### src/design/pae_pkg.sv
// ----------------------------------------------------------------------------
// pae_pkg: shared types and constants for the particle advection step
// Grid geometry, fixed-point constants, beat layouts and random-draw helpers.
// ----------------------------------------------------------------------------
`default_nettype none

package pae_pkg;

  localparam int GRID_X  = 16;
  localparam int GRID_Y  = 16;
  localparam int GRID_Z  = 16;
  localparam int CELLS   = GRID_X * GRID_Y * GRID_Z;
  localparam int CELL_AW = $clog2(CELLS);

  localparam logic [31:0] LFSR_SEED = 32'h2545_F491;
  localparam logic [31:0] LFSR_TAPS = 32'h8020_0003;

  localparam logic [14:0] ONE_Q14     = 15'd16384;
  localparam logic [16:0] LIFE_DEC    = 17'd164;
  localparam logic [31:0] NORM_THRESH = 32'h0100_0000;
  localparam logic [15:0] TS_RESET    = 16'd1049;

  localparam int CFG_AW = 1;
  localparam int CFG_DW = 16;
  localparam logic [CFG_AW-1:0] REG_TIME_STEP = 1'b0;
  localparam logic [CFG_AW-1:0] REG_ENABLE    = 1'b1;

  localparam logic FUNC_LOAD    = 1'b0;
  localparam logic FUNC_ADVANCE = 1'b1;

  typedef logic signed [15:0] q16_t;

  typedef struct packed {
    logic       func;
    q16_t       pos_x;
    q16_t       pos_y;
    q16_t       pos_z;
    q16_t       life_in;
    logic [3:0] cell_x;
    logic [3:0] cell_y;
    logic [3:0] cell_z;
    q16_t       vel_x;
    q16_t       vel_y;
    q16_t       vel_z;
  } in_beat_t;

  typedef struct packed {
    q16_t        next_x;
    q16_t        next_y;
    q16_t        next_z;
    logic [14:0] prev_x;
    logic [14:0] prev_y;
    logic [14:0] prev_z;
    q16_t        life_out;
    logic        respawned;
  } out_beat_t;

  typedef struct packed {
    logic        start;
    logic [31:0] sum;
    q16_t        vx;
    q16_t        vy;
    q16_t        vz;
  } norm_req_t;

  typedef struct packed {
    logic done;
    q16_t vx;
    q16_t vy;
    q16_t vz;
  } norm_rsp_t;

  // Sixteen Galois shifts; the whole thing is a fixed XOR network.
  function automatic logic [31:0] lfsr_step16(input logic [31:0] s);
    logic [31:0] t;
    t = s;
    for (int i = 0; i < 16; i++) begin
      t = (t >> 1) ^ (t[0] ? LFSR_TAPS : 32'h0);
    end
    return t;
  endfunction

  // Maps a 15-bit draw onto 0..16384.
  function automatic logic [14:0] coord_of(input logic [14:0] r);
    logic [29:0] t;
    t = {1'b0, r, 14'b0} + {15'b0, r};
    return t[29:15];
  endfunction

  function automatic logic [6:0] cell_of(input logic [14:0] p, input logic [6:0] size);
    logic [21:0] prod;
    logic [7:0]  c;
    prod = 22'(p) * 22'(size);
    c    = prod[21:14];
    return (c > 8'(size - 7'd1)) ? (size - 7'd1) : c[6:0];
  endfunction

endpackage

`default_nettype wire

### src/design/pae_normalize.sv
// ----------------------------------------------------------------------------
// pae_normalize: iterative velocity normalization
// One compare/subtract unit first takes the integer square root of the
// squared length, then divides each component by it, one bit per cycle.
// ----------------------------------------------------------------------------
`default_nettype none

module pae_normalize import pae_pkg::*; (
  input  wire logic      clk,
  input  wire logic      rst_n,
  input  wire norm_req_t req,
  output norm_rsp_t      rsp
);

  typedef enum logic [1:0] {N_IDLE, N_SQRT, N_DIV} nstate_t;

  nstate_t     state_r;
  logic [31:0] rem_r;
  logic [31:0] res_r;
  logic [31:0] bit_r;
  logic [15:0] len_r;
  logic [3:0]  sh_r;
  logic [1:0]  k_r;
  logic [12:0] q_r;
  q16_t        vin_r [3];
  q16_t        vout_r [3];
  logic        done_r;

  logic [31:0] sub_b;
  logic [32:0] diff;
  logic        ge;
  logic [31:0] res_nxt;
  q16_t        vk;
  logic [15:0] mag_k;
  logic [12:0] q_nxt;
  q16_t        qs;
  q16_t        vnext;
  logic [15:0] mag_next;

  always_comb begin
    sub_b    = (state_r == N_SQRT) ? (res_r + bit_r) : ({16'b0, len_r} << sh_r);
    diff     = {1'b0, rem_r} - {1'b0, sub_b};
    ge       = !diff[32];
    res_nxt  = ge ? ((res_r >> 1) + bit_r) : (res_r >> 1);
    vk       = vin_r[k_r];
    mag_k    = vk[15] ? 16'(-vk) : vk;
    q_nxt    = q_r | (ge ? (13'd1 << sh_r) : 13'd0);
    qs       = vk[15] ? -q16_t'({3'b0, q_nxt}) : q16_t'({3'b0, q_nxt});
    vnext    = vin_r[(k_r == 2'd2) ? 2'd0 : k_r + 2'd1];
    mag_next = vnext[15] ? 16'(-vnext) : vnext;
  end

  always_ff @(posedge clk) begin
    if (!rst_n) begin
      state_r <= N_IDLE;
      done_r  <= 1'b0;
    end else begin
      done_r <= (state_r == N_DIV) && (sh_r == 4'd0) && (k_r == 2'd2);
      case (state_r)
        N_IDLE: begin
          if (req.start) begin
            vin_r[0] <= req.vx;
            vin_r[1] <= req.vy;
            vin_r[2] <= req.vz;
            rem_r    <= req.sum;
            res_r    <= '0;
            bit_r    <= 32'h4000_0000;
            k_r      <= 2'd0;
            state_r  <= N_SQRT;
          end
        end
        N_SQRT: begin
          res_r <= res_nxt;
          bit_r <= bit_r >> 2;
          if (bit_r[0]) begin
            len_r   <= res_nxt[15:0];
            k_r     <= 2'd0;
            sh_r    <= 4'd12;
            q_r     <= '0;
            rem_r   <= {4'b0, mag_k, 12'b0};
            state_r <= N_DIV;
          end else if (ge) begin
            rem_r <= diff[31:0];
          end
        end
        N_DIV: begin
          if (sh_r == 4'd0) begin
            vout_r[k_r] <= qs;
            q_r         <= '0;
            sh_r        <= 4'd12;
            rem_r       <= {4'b0, mag_next, 12'b0};
            k_r         <= (k_r == 2'd2) ? 2'd0 : k_r + 2'd1;
            if (k_r == 2'd2) begin
              state_r <= N_IDLE;
            end
          end else begin
            if (ge) rem_r <= diff[31:0];
            q_r  <= q_nxt;
            sh_r <= sh_r - 4'd1;
          end
        end
        default: state_r <= N_IDLE;
      endcase
    end
  end

  assign rsp.done = done_r;
  assign rsp.vx   = vout_r[0];
  assign rsp.vy   = vout_r[1];
  assign rsp.vz   = vout_r[2];

endmodule

`default_nettype wire
### config.mk
export PLATFORM = sky130hd
export DESIGN_NAME = pae_normalize
export DESIGN_NICKNAME = d
export VERILOG_FILES = /design/src/design/pae_pkg.sv /design/src/design/pae_normalize.sv
export SDC_FILE = /design/constraint.sdc
export NUM_CORES = 1
export LEC_CHECK = 0
export BUFFER_PORTS_ARGS = -buffer_cell sky130_fd_sc_hd__buf_2
export CELL_PAD_IN_SITES_DETAIL_PLACEMENT = 0
export CELL_PAD_IN_SITES_GLOBAL_PLACEMENT = 1
export CORE_MARGIN = 2
export CORE_UTILIZATION = 48
export CTS_BUF_LIST = sky130_fd_sc_hd__clkbuf_8 sky130_fd_sc_hd__clkbuf_16
export CTS_CLUSTER_SIZE = 14
export DETAILED_ROUTE_END_ITERATION = 10
export GPL_TIMING_DRIVEN = 1
export HOLD_SLACK_MARGIN = 0.08
export PLACE_DENSITY = 0.86
export SLEW_MARGIN = 0
export SYNTH_ARGS = -nofsm -noshare
export SYNTH_HDL_FRONTEND = slang
export SYNTH_SLANG_ARGS = --single-unit
### constraint.sdc
create_clock -name clk -period 8.18 [get_ports clk]
set_clock_uncertainty 0.15 [all_clocks]
set_input_delay 0 -clock clk [delete_from_list [all_inputs] [get_ports clk]]
set_output_delay 0 -clock clk [all_outputs]
set_load 0.01 [all_outputs]
==> flow_metrics.tcl, run 1 <==
set metrics [dict create \
    status "finished clean" \
    synth_xor_area_share_pct 6.84 \
    drt_iter0_drc 1015 \
    yosysWarnings 0 \
    min_period_ps 6880 \
    antenna_found_initial 0 \
    postSynth.asyncResetShare_pct 0 \
    hold_viol 0 \
    gr-total-overflow 0 \
    leakage_nw 6.86 \
    post_cts_buffers 0 \
    first_pass_iters 5 \
    synth_seq_cells 216 \
    grt_usage_pct 26.4 \
    synth_ff_type "edfxtp_1" \
    wirelength_um 42000 \
    viasPerCell 5.91 \
    hold_ws_ps 174 \
    min_period_over_period_pct 84.1 \
    crit_type "flop to flop" \
    post-dp-hpwl_um 28300 \
    die_h_um 178 \
    cts_resized 0 \
    gp_congestion 0.916 \
    maxCapViolations 0 \
    syn-instance-count 1496 \
    drc 0 \
    die_x_um 178 \
    critPathRequiredTime_ps 8290 \
    cp_max_fo 6 \
    grt.met3_usage_pct 4.07 \
    cts_inserted_buffers 25 \
    htree_levels 1 \
    clk_latency_ps 530 \
    die_area_um2 31800 \
    ff2ff_setup_slack_ps 1300 \
    cts_tree "built" \
    nNetsFinal 1892 \
    setup_viol 0 \
    core_um2 29800 \
    rsz0062_at_grt "no" \
    seq_area_frac_synth_pct 44.1 \
    num_antenna_cells 0 \
    p_per_area_nw_per_um2 269 \
    grt_pass1_wl_um 66500 \
    grt_pass1_vias 12549 \
    final_util_pct 59.5 \
    muxShareOfSynthArea_pct 6.16 \
    pre_cts_ws_ps 1400 \
    worstMarginPinSlew_ps 1150 \
    use_met2_pct 44.3 \
    min_path_type "primary input to flop" \
    top_usage_layer "met2" \
    synth_top_family_by_area "compound AO/OA/AOI/OAI gates" \
    layout_common_cells "edfxtp_1 (211), nor2_1 (165), nand2_1 (145), a21oi_1 (133)" \
    wl_per_cell_um 19.7 \
    port_buffers 131 \
    worstHoldStart "req[76]" \
    fin_setup_tns_ps 0 \
    report.final.slew_viol_count 0 \
    grt_max_degree 66 \
    synth_compound_area_share_pct 18.0 \
    clkSinkCount 216 \
    max_freq_mhz 145 \
    timing.rr.start "res_r[2]$_SDFFCE_PN0P_" \
    synthAdderAreaFrac_pct 6.82 \
    clk_path_buf_depth 3 \
    critPathLaunchType "flop" \
    p_total_mw 4.77 \
    arrival_ps 6990 \
    max-slew-margin-rel_pct 23.5 \
    min_path_cells 3 \
    fin_ws_ps 1300 \
    ios 132 \
    start_util_pct 49.0 \
    vdd_ir_drop_max_v 0.000272 \
    critPathCaptureType "flop" \
    drtAntennaViolNets 0 \
    synth_edf_count 211 \
    drive_gt1_share_pct 14.4 \
    synth.distinct_cells 81 \
    grt.met1_usage_pct 35.6 \
    rr_worst_depth 26 \
    synthSimpleGateAreaFrac_pct 15.0 \
    final_common_cell "edfxtp_1" \
    synth_fp_nets 1658 \
    vias 12652 \
    area_growth_pct 21.5 \
    avgSynthCellArea_um2 9.76 \
    syn_area_um2 14600 \
    num_rows 63 \
    min_to "rem_r[28]$_DFFE_PP_" \
    hold_buffers 131 \
    clockRootBuffer "clkbuf_16" \
    r2r-end "vout_r[1][10]$_DFFE_PP_" \
    path_clk_slew_ps 60 \
]
[registers in the layout (all words and copies together) (netlist names), named ones only]
name	count
rem_r	32
vin_r	48
vout_r	48
bit_r	16
sh_r	4
state_r	2
done_r	1
len_r	16
k_r	2
res_r	32
q_r	13
[report_power, final]
part / internal, mW / total (mW) / leakage (nW) / switching [mW]
registers: 1.41 / 1.54 / 2.00 / 0.128
clock network: 0.656 / 1.13 / 0.413 / 0.475
logic: 0.853 / 2.10 / 4.45 / 1.24
total: 2.92 / 4.77 / 6.86 / 1.85
[per-stage QoR]
stage	instances	area (um^2)
3_3_place_gp	1962	15600
6_report	2139	17700
2_1_floorplan	1496	14600
5_1_grt	2139	17700
3_5_place_dp	1962	15600
4_1_cts	2139	17700
[kinds of logic after synthesis]
family / after synthesis
adder cells (fa/ha/maj): 79
buffers and inverters: 112
AND/OR/NAND/NOR: 477
multiplexers: 84
flip-flops: 216
AO/OA/AOI/OAI: 414
XOR/XNOR: 114
[worst max-delay path by stage]
stage	from	to	slack (ps)	depth (start not counted)
after floorplan	res_r[2]$_SDFFCE_PN0P_	vout_r[0][10]$_DFFE_PP_	2010	27
after global placement	res_r[2]$_SDFFCE_PN0P_	vout_r[0][10]$_DFFE_PP_	1630	26
after detailed placement	res_r[2]$_SDFFCE_PN0P_	vout_r[0][10]$_DFFE_PP_	1400	26
after CTS	res_r[2]$_SDFFCE_PN0P_	vout_r[0][10]$_DFFE_PP_	1400	26
after global routing	bit_r[0]$_SDFFCE_PN0P_	vout_r[0][10]$_DFFE_PP_	900	28
final	res_r[2]$_SDFFCE_PN0P_	vout_r[1][10]$_DFFE_PP_	1300	26
[worst max-delay path, cell delays in order (launching register included)]
cell	delay (ps)
edfxtp_1	430
ha_1	360
a31o_2	230
a31oi_1	290
o21ai_0	280
a211o_1	350
a41oi_1	410
o21bai_1	150
a31o_2	290
a31oi_1	200
xnor2_1	150
a21oi_1	110
ha_1	410
o21a_1	220
o31a_1	90
o21ai_0	150
a21oi_1	90
a311o_1	390
nor2_4	130
nor3_1	100
a21oi_1	270
ha_1	240
nand2_1	100
nor3_1	310
and2_1	250
a21oi_1	80
o32a_1	380
[per-layer routing]
metal,share of wire [%],wire (um)
met1,43,18300
met5,0,0
met3,6.5,2750
met2,47,19900
met4,2.7,1140
[final cells by class]
cell class	instances	area, um^2
Timing Repair Buffer	278	2090
Clock inverter	21	191
Clock buffer	25	626
Inverter	41	154
Multi-Input combinational cell	1168	7750
Tap cell	390	488
Fill cell	2520	12100
Sequential cell	216	6440
[synth_stat cells (all sizes together) (9+ instances only)]
master	count	area share, %
a211oi	16	0.82
a21o	15	0.77
a21oi	133	4.6
a222oi	10	0.69
a22oi	9	0.46
a31o	9	0.54
a31oi	34	1.5
a41oi	9	0.54
and2	40	1.7
and3	13	0.56
buf	17	0.59
clkbuf	54	1.4
edfxtp	211	43
ha	78	6.7
inv	40	1.0
mux2	34	2.7
mux2i	50	3.4
nand2	146	3.8
nand2b	10	0.43
nand3	14	0.48
nand4	13	0.56
nor2	166	4.3
nor2b	10	0.48
nor3	30	1.0
o21ai	85	2.9
o21bai	9	0.46
o22ai	16	0.69
or2	9	0.39
or3	9	0.39
xnor2	71	4.3
xor2	43	2.6
Power figures use the tool's default switching activity.
==> inputs of run 2 (changes only) <==
- ABC_AREA: not set -> 1
- CORE_UTILIZATION: 48 -> 45
- PLACE_DENSITY: 0.86 -> 0.85
- clock period: 8.18 -> 6.4 ns (I/O delays scaled with it)
==> run 2 against run 1 <==
Global-route usage is 0.89 points higher; setup slack lost 400 ps; clock-buffer cell count grew 1; critical endpoint is now vout_r[0][14]$_DFFE_PP_.
==> flow_metrics.tcl, run 2 <==
set metrics [dict create \
    status "finished clean" \
    postSynth.asyncResetShare_pct 0 \
    grt_max_degree 49 \
    p_seq_share_pct 25.5 \
    vdd_ir_drop_max_v 0.000319 \
    synth_seq_cells 216 \
    min_path_type "primary input to flop" \
    min_to "rem_r[10]$_DFFE_PP_" \
    first_pass_iters 5 \
    clk_latency_ps 570 \
    grt_usage_pct 27.3 \
    min_path_cells 4 \
    avgSynthCellArea_um2 7.63 \
    syn-instance-count 2052 \
    crit_type "flop to flop" \
    port_buffers 131 \
    fin_setup_tns_ps 0 \
    grt_pass1_vias 14649 \
    antenna_found_initial 2 \
    synth_fp_nets 2214 \
    cts_resized 0 \
    power_switching_mw 4.72 \
    clkSinkCount 216 \
    synth.area.top_cells "edfxtp_1 (40%), nand2_1 (12%), inv_1 (6.3%)" \
    cellInternalPower_mw 4.67 \
    syn_area_um2 15600 \
    leakage_nw 8.16 \
    hold_viol 0 \
    placed_area_um2 16800 \
    setup_viol 0 \
    min_period_over_period_pct 85.9 \
    final_common_cell "nand2_1" \
    core_um2 34400 \
    muxShareOfSynthArea_pct 0.256 \
    worstMarginPinSlew_ps 1040 \
    die_area_um2 36300 \
    htree_levels 1 \
    max_freq_mhz 182 \
    area_growth_pct 20.8 \
    timing.rr.start "res_r[14]$_SDFFCE_PN0P_" \
    vias 15130 \
    combPwrFrac_pct 59.4 \
    synth_edf_count 211 \
    rr_worst_depth 27 \
    synth_top_family_by_area "simple AND/OR/NAND/NOR gates" \
    critPathCaptureType "flop" \
    synthSimpleGateAreaFrac_pct 24.9 \
    num_rows 68 \
    cp_max_fo 19 \
    synth_top_area_share_pct 40.5 \
    p_per_area_nw_per_um2 497 \
    fill_cells 3229 \
    critPathLaunchType "flop" \
    report.final.slew_viol_count 0 \
    viasPerCell 5.44 \
    critPathRequiredTime_ps 6520 \
    cts_inserted_buffers 25 \
    yosysWarnings 0 \
    power_frac_clock_pct 15.1 \
    synth_area_leader_cell "edfxtp_1" \
    die_x_um 190 \
    drive_gt1_share_pct 10.8 \
    yosys.cell_count.top_type "nand2_1" \
    arrival_ps 5610 \
    start_util_pct 45.5 \
    drc 0 \
    layout_common_cells "nand2_1 (511), inv_1 (268), edfxtp_1 (211), nor2_1 (199), o21ai_0 (179)" \
    nNetsFinal 2467 \
    worstHoldStart "req[58]" \
    wl_per_cell_um 18.0 \
    p_sw_share_pct 50.3 \
    maxCapViolations 0 \
    ios 132 \
    path_clk_slew_ps 60 \
    clockRootBuffer "clkbuf_16" \
    cts_tree "built" \
    min_period_ps 5500 \
    synth_xor_area_share_pct 2.80 \
    synth_common_cells "nand2_1 (511), inv_1 (262), edfxtp_1 (211), nor2_1 (200), o21ai_0 (179)" \
    seq_area_frac_synth_pct 41.1 \
    r2r-end "vout_r[0][14]$_DFFE_PP_" \
    post_cts_buffers 0 \
    ff2ff_setup_slack_ps 900 \
    synthAdderAreaFrac_pct 6.36 \
    wirelength_um 49900 \
    gr-total-overflow 0 \
    synth.distinct_cells 56 \
    max-slew-margin-rel_pct 30.3 \
    post-dp-hpwl_um 36300 \
    synth_ff_type "edfxtp_1" \
    die_h_um 190 \
    reg_top3 "vin_r: 48 flops, vout_r: 48 flops" \
    drt_iter0_drc 1272 \
    synth_compound_area_share_pct 16.1 \
    drtAntennaViolNets 0 \
    design_area_um2 18900 \
    clk_path_buf_depth 3 \
    rsz0062_at_grt "no" \
    gp_congestion 0.950 \
    grt_pass1_wl_um 78100 \
]
==> run 2: changes by cell type after synthesis, moves of 23 or more <==
cell / before / now
nor2_1: 166 / 200
a31oi_1: 34 / 11
and2_1: 40 / 3
xnor2_1: 71 / 23
mux2i_1: 50 / 4
o21ai_0: 82 / 179
nand3_1: 14 / 102
nand2_1: 145 / 511
inv_1: 40 / 262
mux2_2: 30 / 0
==> run 2: stage by stage <==
step | hold slack, ps | cells | setup WS (ps) | utilization, % | power, mW
floorplan | -51.1 | 2052 | 1810 | - | 6.32
global placement | 26.3 | 2599 | 1080 | 48.8 | 7.79
detailed placement | 28.1 | 2599 | 1040 | 48.8 | 7.82
CTS | 82.1 | 2779 | 984 | 55.0 | 9.33
global route | 115 | 2781 | 455 | 55.0 | 10.1
finish | 101 | 2781 | 901 | 55.0 | 9.39
==> run 2: repair_timing <==
item | 4_1_cts | 5_1_grt
setup endpoints to repair | 0 | 0
hold endpoints to repair | 168 | 0
hold buffers | 134 | 0
==> run 2: cells by family (layout without fill, tap and decap cells) <==
logic type	Yosys count	in the layout
buffers and inverters	334	606
xor gates and xnor gates	50	50
and+or+nand+nor	929	929
DFF	216	216
muxes	4	4
adders and majority gates	79	79
AOI/OAI and AO/OA	440	440
other	0	2
==> run 2: worst max-delay path by stage <==
stage | from | to | slack [ps]
6_report | res_r[14]$_SDFFCE_PN0P_ | vout_r[0][14]$_DFFE_PP_ | 900
5_1_grt | res_r[14]$_SDFFCE_PN0P_ | vout_r[1][8]$_DFFE_PP_ | 460
4_1_cts | res_r[14]$_SDFFCE_PN0P_ | vout_r[0][14]$_DFFE_PP_ | 980
3_5_place_dp | res_r[14]$_SDFFCE_PN0P_ | vout_r[0][14]$_DFFE_PP_ | 1040
3_3_place_gp | res_r[14]$_SDFFCE_PN0P_ | vout_r[0][8]$_DFFE_PP_ | 1080
2_1_floorplan | state_r[0]$_SDFFE_PN0P_ | vin_r[0][0]$_DFFE_PP_ | 1810
==> run 2: worst max-delay path: stages (launching register included) <==
cell	delay, ps
edfxtp_1	510
ha_1	400
nand2_1	120
o21ai_0	410
nand2_1	120
o21ai_0	280
a21oi_1	130
o21ai_0	310
nand2_1	80
nand2_1	130
nor2_1	50
o21ai_0	230
ha_1	340
nand2_1	130
inv_1	40
nand2_1	60
nand2_1	60
nand2_1	60
nand2_1	90
a21oi_2	170
nand2_4	170
a21oi_1	380
ha_1	280
nand3_2	90
nand2_2	140
nand2_2	80
inv_2	60
o211ai_1	120
==> run 2: layout make-up <==
| class | instances | area (um^2) | area share (%) |
|---|---|---|---|
| Clock inverter | 20 | 161 | 0.854 |
| Multi-Input combinational cell | 1502 | 7910 | 41.8 |
| Timing Repair Buffer | 287 | 2160 | 11.4 |
| Clock buffer | 26 | 639 | 3.38 |
| Inverter | 273 | 1020 | 5.42 |
| Antenna cell | 2 | 5.00 | 0.0265 |
| Sequential cell | 216 | 6440 | 34.0 |
| Tap cell | 455 | 569 | 3.01 |
==> run 2: per-layer routing <==
metal	GRT usage (%)	part of all wire (%)	vias to the layer above
li1	-	-	7446
met4	7.39	2.6	0
met3	2.54	5.4	92
met5	0	0	-
met1	37.2	45	7100
met2	46.5	47	492
==> run 2: power by group through the flow <==
stage | Combinational, mW | Clock, mW | Sequential (mW)
detailed placement | 5.41 | 0 | 2.41
finish | 5.58 | 1.42 | 2.39
global placement | 5.39 | 0 | 2.40
floorplan | 4.06 | 0 | 2.26
global route | 6.21 | 1.49 | 2.42
CTS | 5.51 | 1.44 | 2.38
==> inputs of run 3 (changes only) <==
- PLACE_DENSITY: 0.85 -> not set
- PLACE_DENSITY_LB_ADDON: not set -> 0.1
==> run 3 against run 2 <==
Combinational power barely moved; die area stayed put; largest power group unchanged; sequential share of layout area fell by 0.13 points; hold slack barely moved.
==> flow_metrics.tcl, run 3 (same netlist as run 2, synthesis figures left out) <==
set metrics [dict create \
    timing.rr.start "res_r[14]$_SDFFCE_PN0P_" \
    cp_slowest_cell "edfxtp_1" \
    crit_type "flop to flop" \
    crit_top_cell "nand2_1" \
    clk_latency_ps 570 \
    setup_viol 0 \
    drtAntennaViolNets 0 \
    wirelength_um 50700 \
    placed_cells 2597 \
    arrival_ps 5900 \
    core_um2 34400 \
    num_rows 68 \
    hold_viol 0 \
    fin_setup_tns_ps 0 \
    die_h_um 190 \
    cts_resized 0 \
    p_per_area_nw_per_um2 503 \
    grt_usage_pct 27.9 \
    rsz0062_at_grt "no" \
    drt_iter0_drc 1164 \
    post-dp-hpwl_um 37200 \
    clockRootBuffer "clkbuf_16" \
    nNetsFinal 2465 \
    p_total_mw 9.55 \
    port_buffers 131 \
    worstMarginPinSlew_ps 1080 \
    worstHoldStart "req[76]" \
    cts_inserted_buffers 26 \
    grt_pass1_wl_um 79100 \
    drive_gt1_share_pct 10.9 \
    max-slew-margin-rel_pct 27.2 \
    clk_path_buf_depth 3 \
    status "finished clean" \
    min_period_ps 5730 \
    vias 15056 \
    die_area_um2 36300 \
    critPathRequiredTime_ps 6570 \
    leakage_nw 8.19 \
    cts_tree "built" \
    vdd_ir_drop_max_v 0.000492 \
    ff2ff_setup_slack_ps 670 \
    htree_levels 1 \
    layout_common_cells "nand2_1 (511), inv_1 (266), edfxtp_1 (211), nor2_1 (199), o21ai_0 (179)" \
    min_path_type "primary input to flop" \
    fin_ws_ps 665 \
    critPathCaptureType "flop" \
    path_clk_slew_ps 60 \
    grt_max_degree 50 \
    maxCapViolations 0 \
    min_to "rem_r[28]$_DFFE_PP_" \
    area_growth_pct 21.3 \
    wl_per_cell_um 18.2 \
    critPathMaxStageDelay_ps 500 \
    final_cells 2781 \
    cp_max_fo 37 \
    max_freq_mhz 174 \
    min_path_cells 4 \
    critPathLaunchType "flop" \
    grt_pass1_vias 14620 \
    reg_top3 "vin_r: 48 flops, vout_r: 48 flops" \
    r2r-end "vout_r[2][8]$_DFFE_PP_" \
    gp_congestion 0.895 \
    rr_worst_depth 29 \
    first_pass_iters 5 \
    clkSinkCount 216 \
    die_x_um 190 \
    drc 0 \
    start_util_pct 45.5 \
    pre_cts_ws_ps 734 \
    report.final.slew_viol_count 0 \
    antenna_found_initial 3 \
    crit_path_start "res_r[14]$_SDFFCE_PN0P_" \
    fill_cells 3278 \
    hold_ws_ps 101 \
    min_period_over_period_pct 89.6 \
    final_common_cell "nand2_1" \
    gr-total-overflow 0 \
    ios 132 \
    viasPerCell 5.41 \
]
run 3: cell types whose count changed in the layout (fill, tap and decap cells not counted), moves of 2 or more:
cell,before,now
clkinv_4,0,2
buf_4,22,20
inv_1,268,266
bufinv_16,2,4
run 3: through the flow:
stage | cell area (um^2) | util, %
final | 19000 | 55.2
after global routing | 19000 | 55.2
after CTS | 19000 | 55.2
after detailed placement | 16700 | 48.7
after global placement | 16700 | 48.7
after floorplan | 15600 | -
run 3: cell type report:
class,instances,area (um^2),area share [%]
diodes,3,7.51,0.0396
inverters,273,1020,5.40
flip-flops and latches,216,6440,33.9
repair buffers,284,2140,11.3
clock buffers,26,651,3.43
multi-input cells,1502,7910,41.7
well taps,455,569,3.00
clock inverters,22,243,1.28
run 3: critical path: cells and delay by family (launching register included):
| kind | cells | cell delay, ps |
|---|---|---|
| compound gates | 7 | 2040 |
| simple gates | 16 | 1570 |
| flops | 1 | 500 |
| fa+ha+maj | 3 | 1050 |
| buf+inv | 3 | 160 |
run 3: worst max-delay path by stage:
stage,depth (start not counted),end,slack (ps)
finish,29,vout_r[2][8]$_DFFE_PP_,670
global route,29,vout_r[0][8]$_DFFE_PP_,20
CTS,29,vout_r[0][8]$_DFFE_PP_,680
detailed placement,29,vout_r[1][8]$_DFFE_PP_,730
global placement,22,vout_r[0][8]$_DFFE_PP_,890
floorplan,4,vin_r[0][0]$_DFFE_PP_,1810
run 3: timing repair:
item                      CTS  global route
hold buffers              133             0
hold endpoints to repair  201             0
setup buffers               0             0
run 3: metal layers:
metal	track usage (%)	part of all wire [%]
met4	7.57	2.5
met1	37.7	45
met3	2.61	5.3
met5	0	0
met2	47.7	47
run 3: power by group:
part	total, mW	leakage (nW)	internal, mW	switching (mW)
registers	2.40	2.01	2.07	0.328
logic	5.60	5.73	1.79	3.81
clock network	1.55	0.447	0.909	0.641
total	9.55	8.19	4.77	4.78
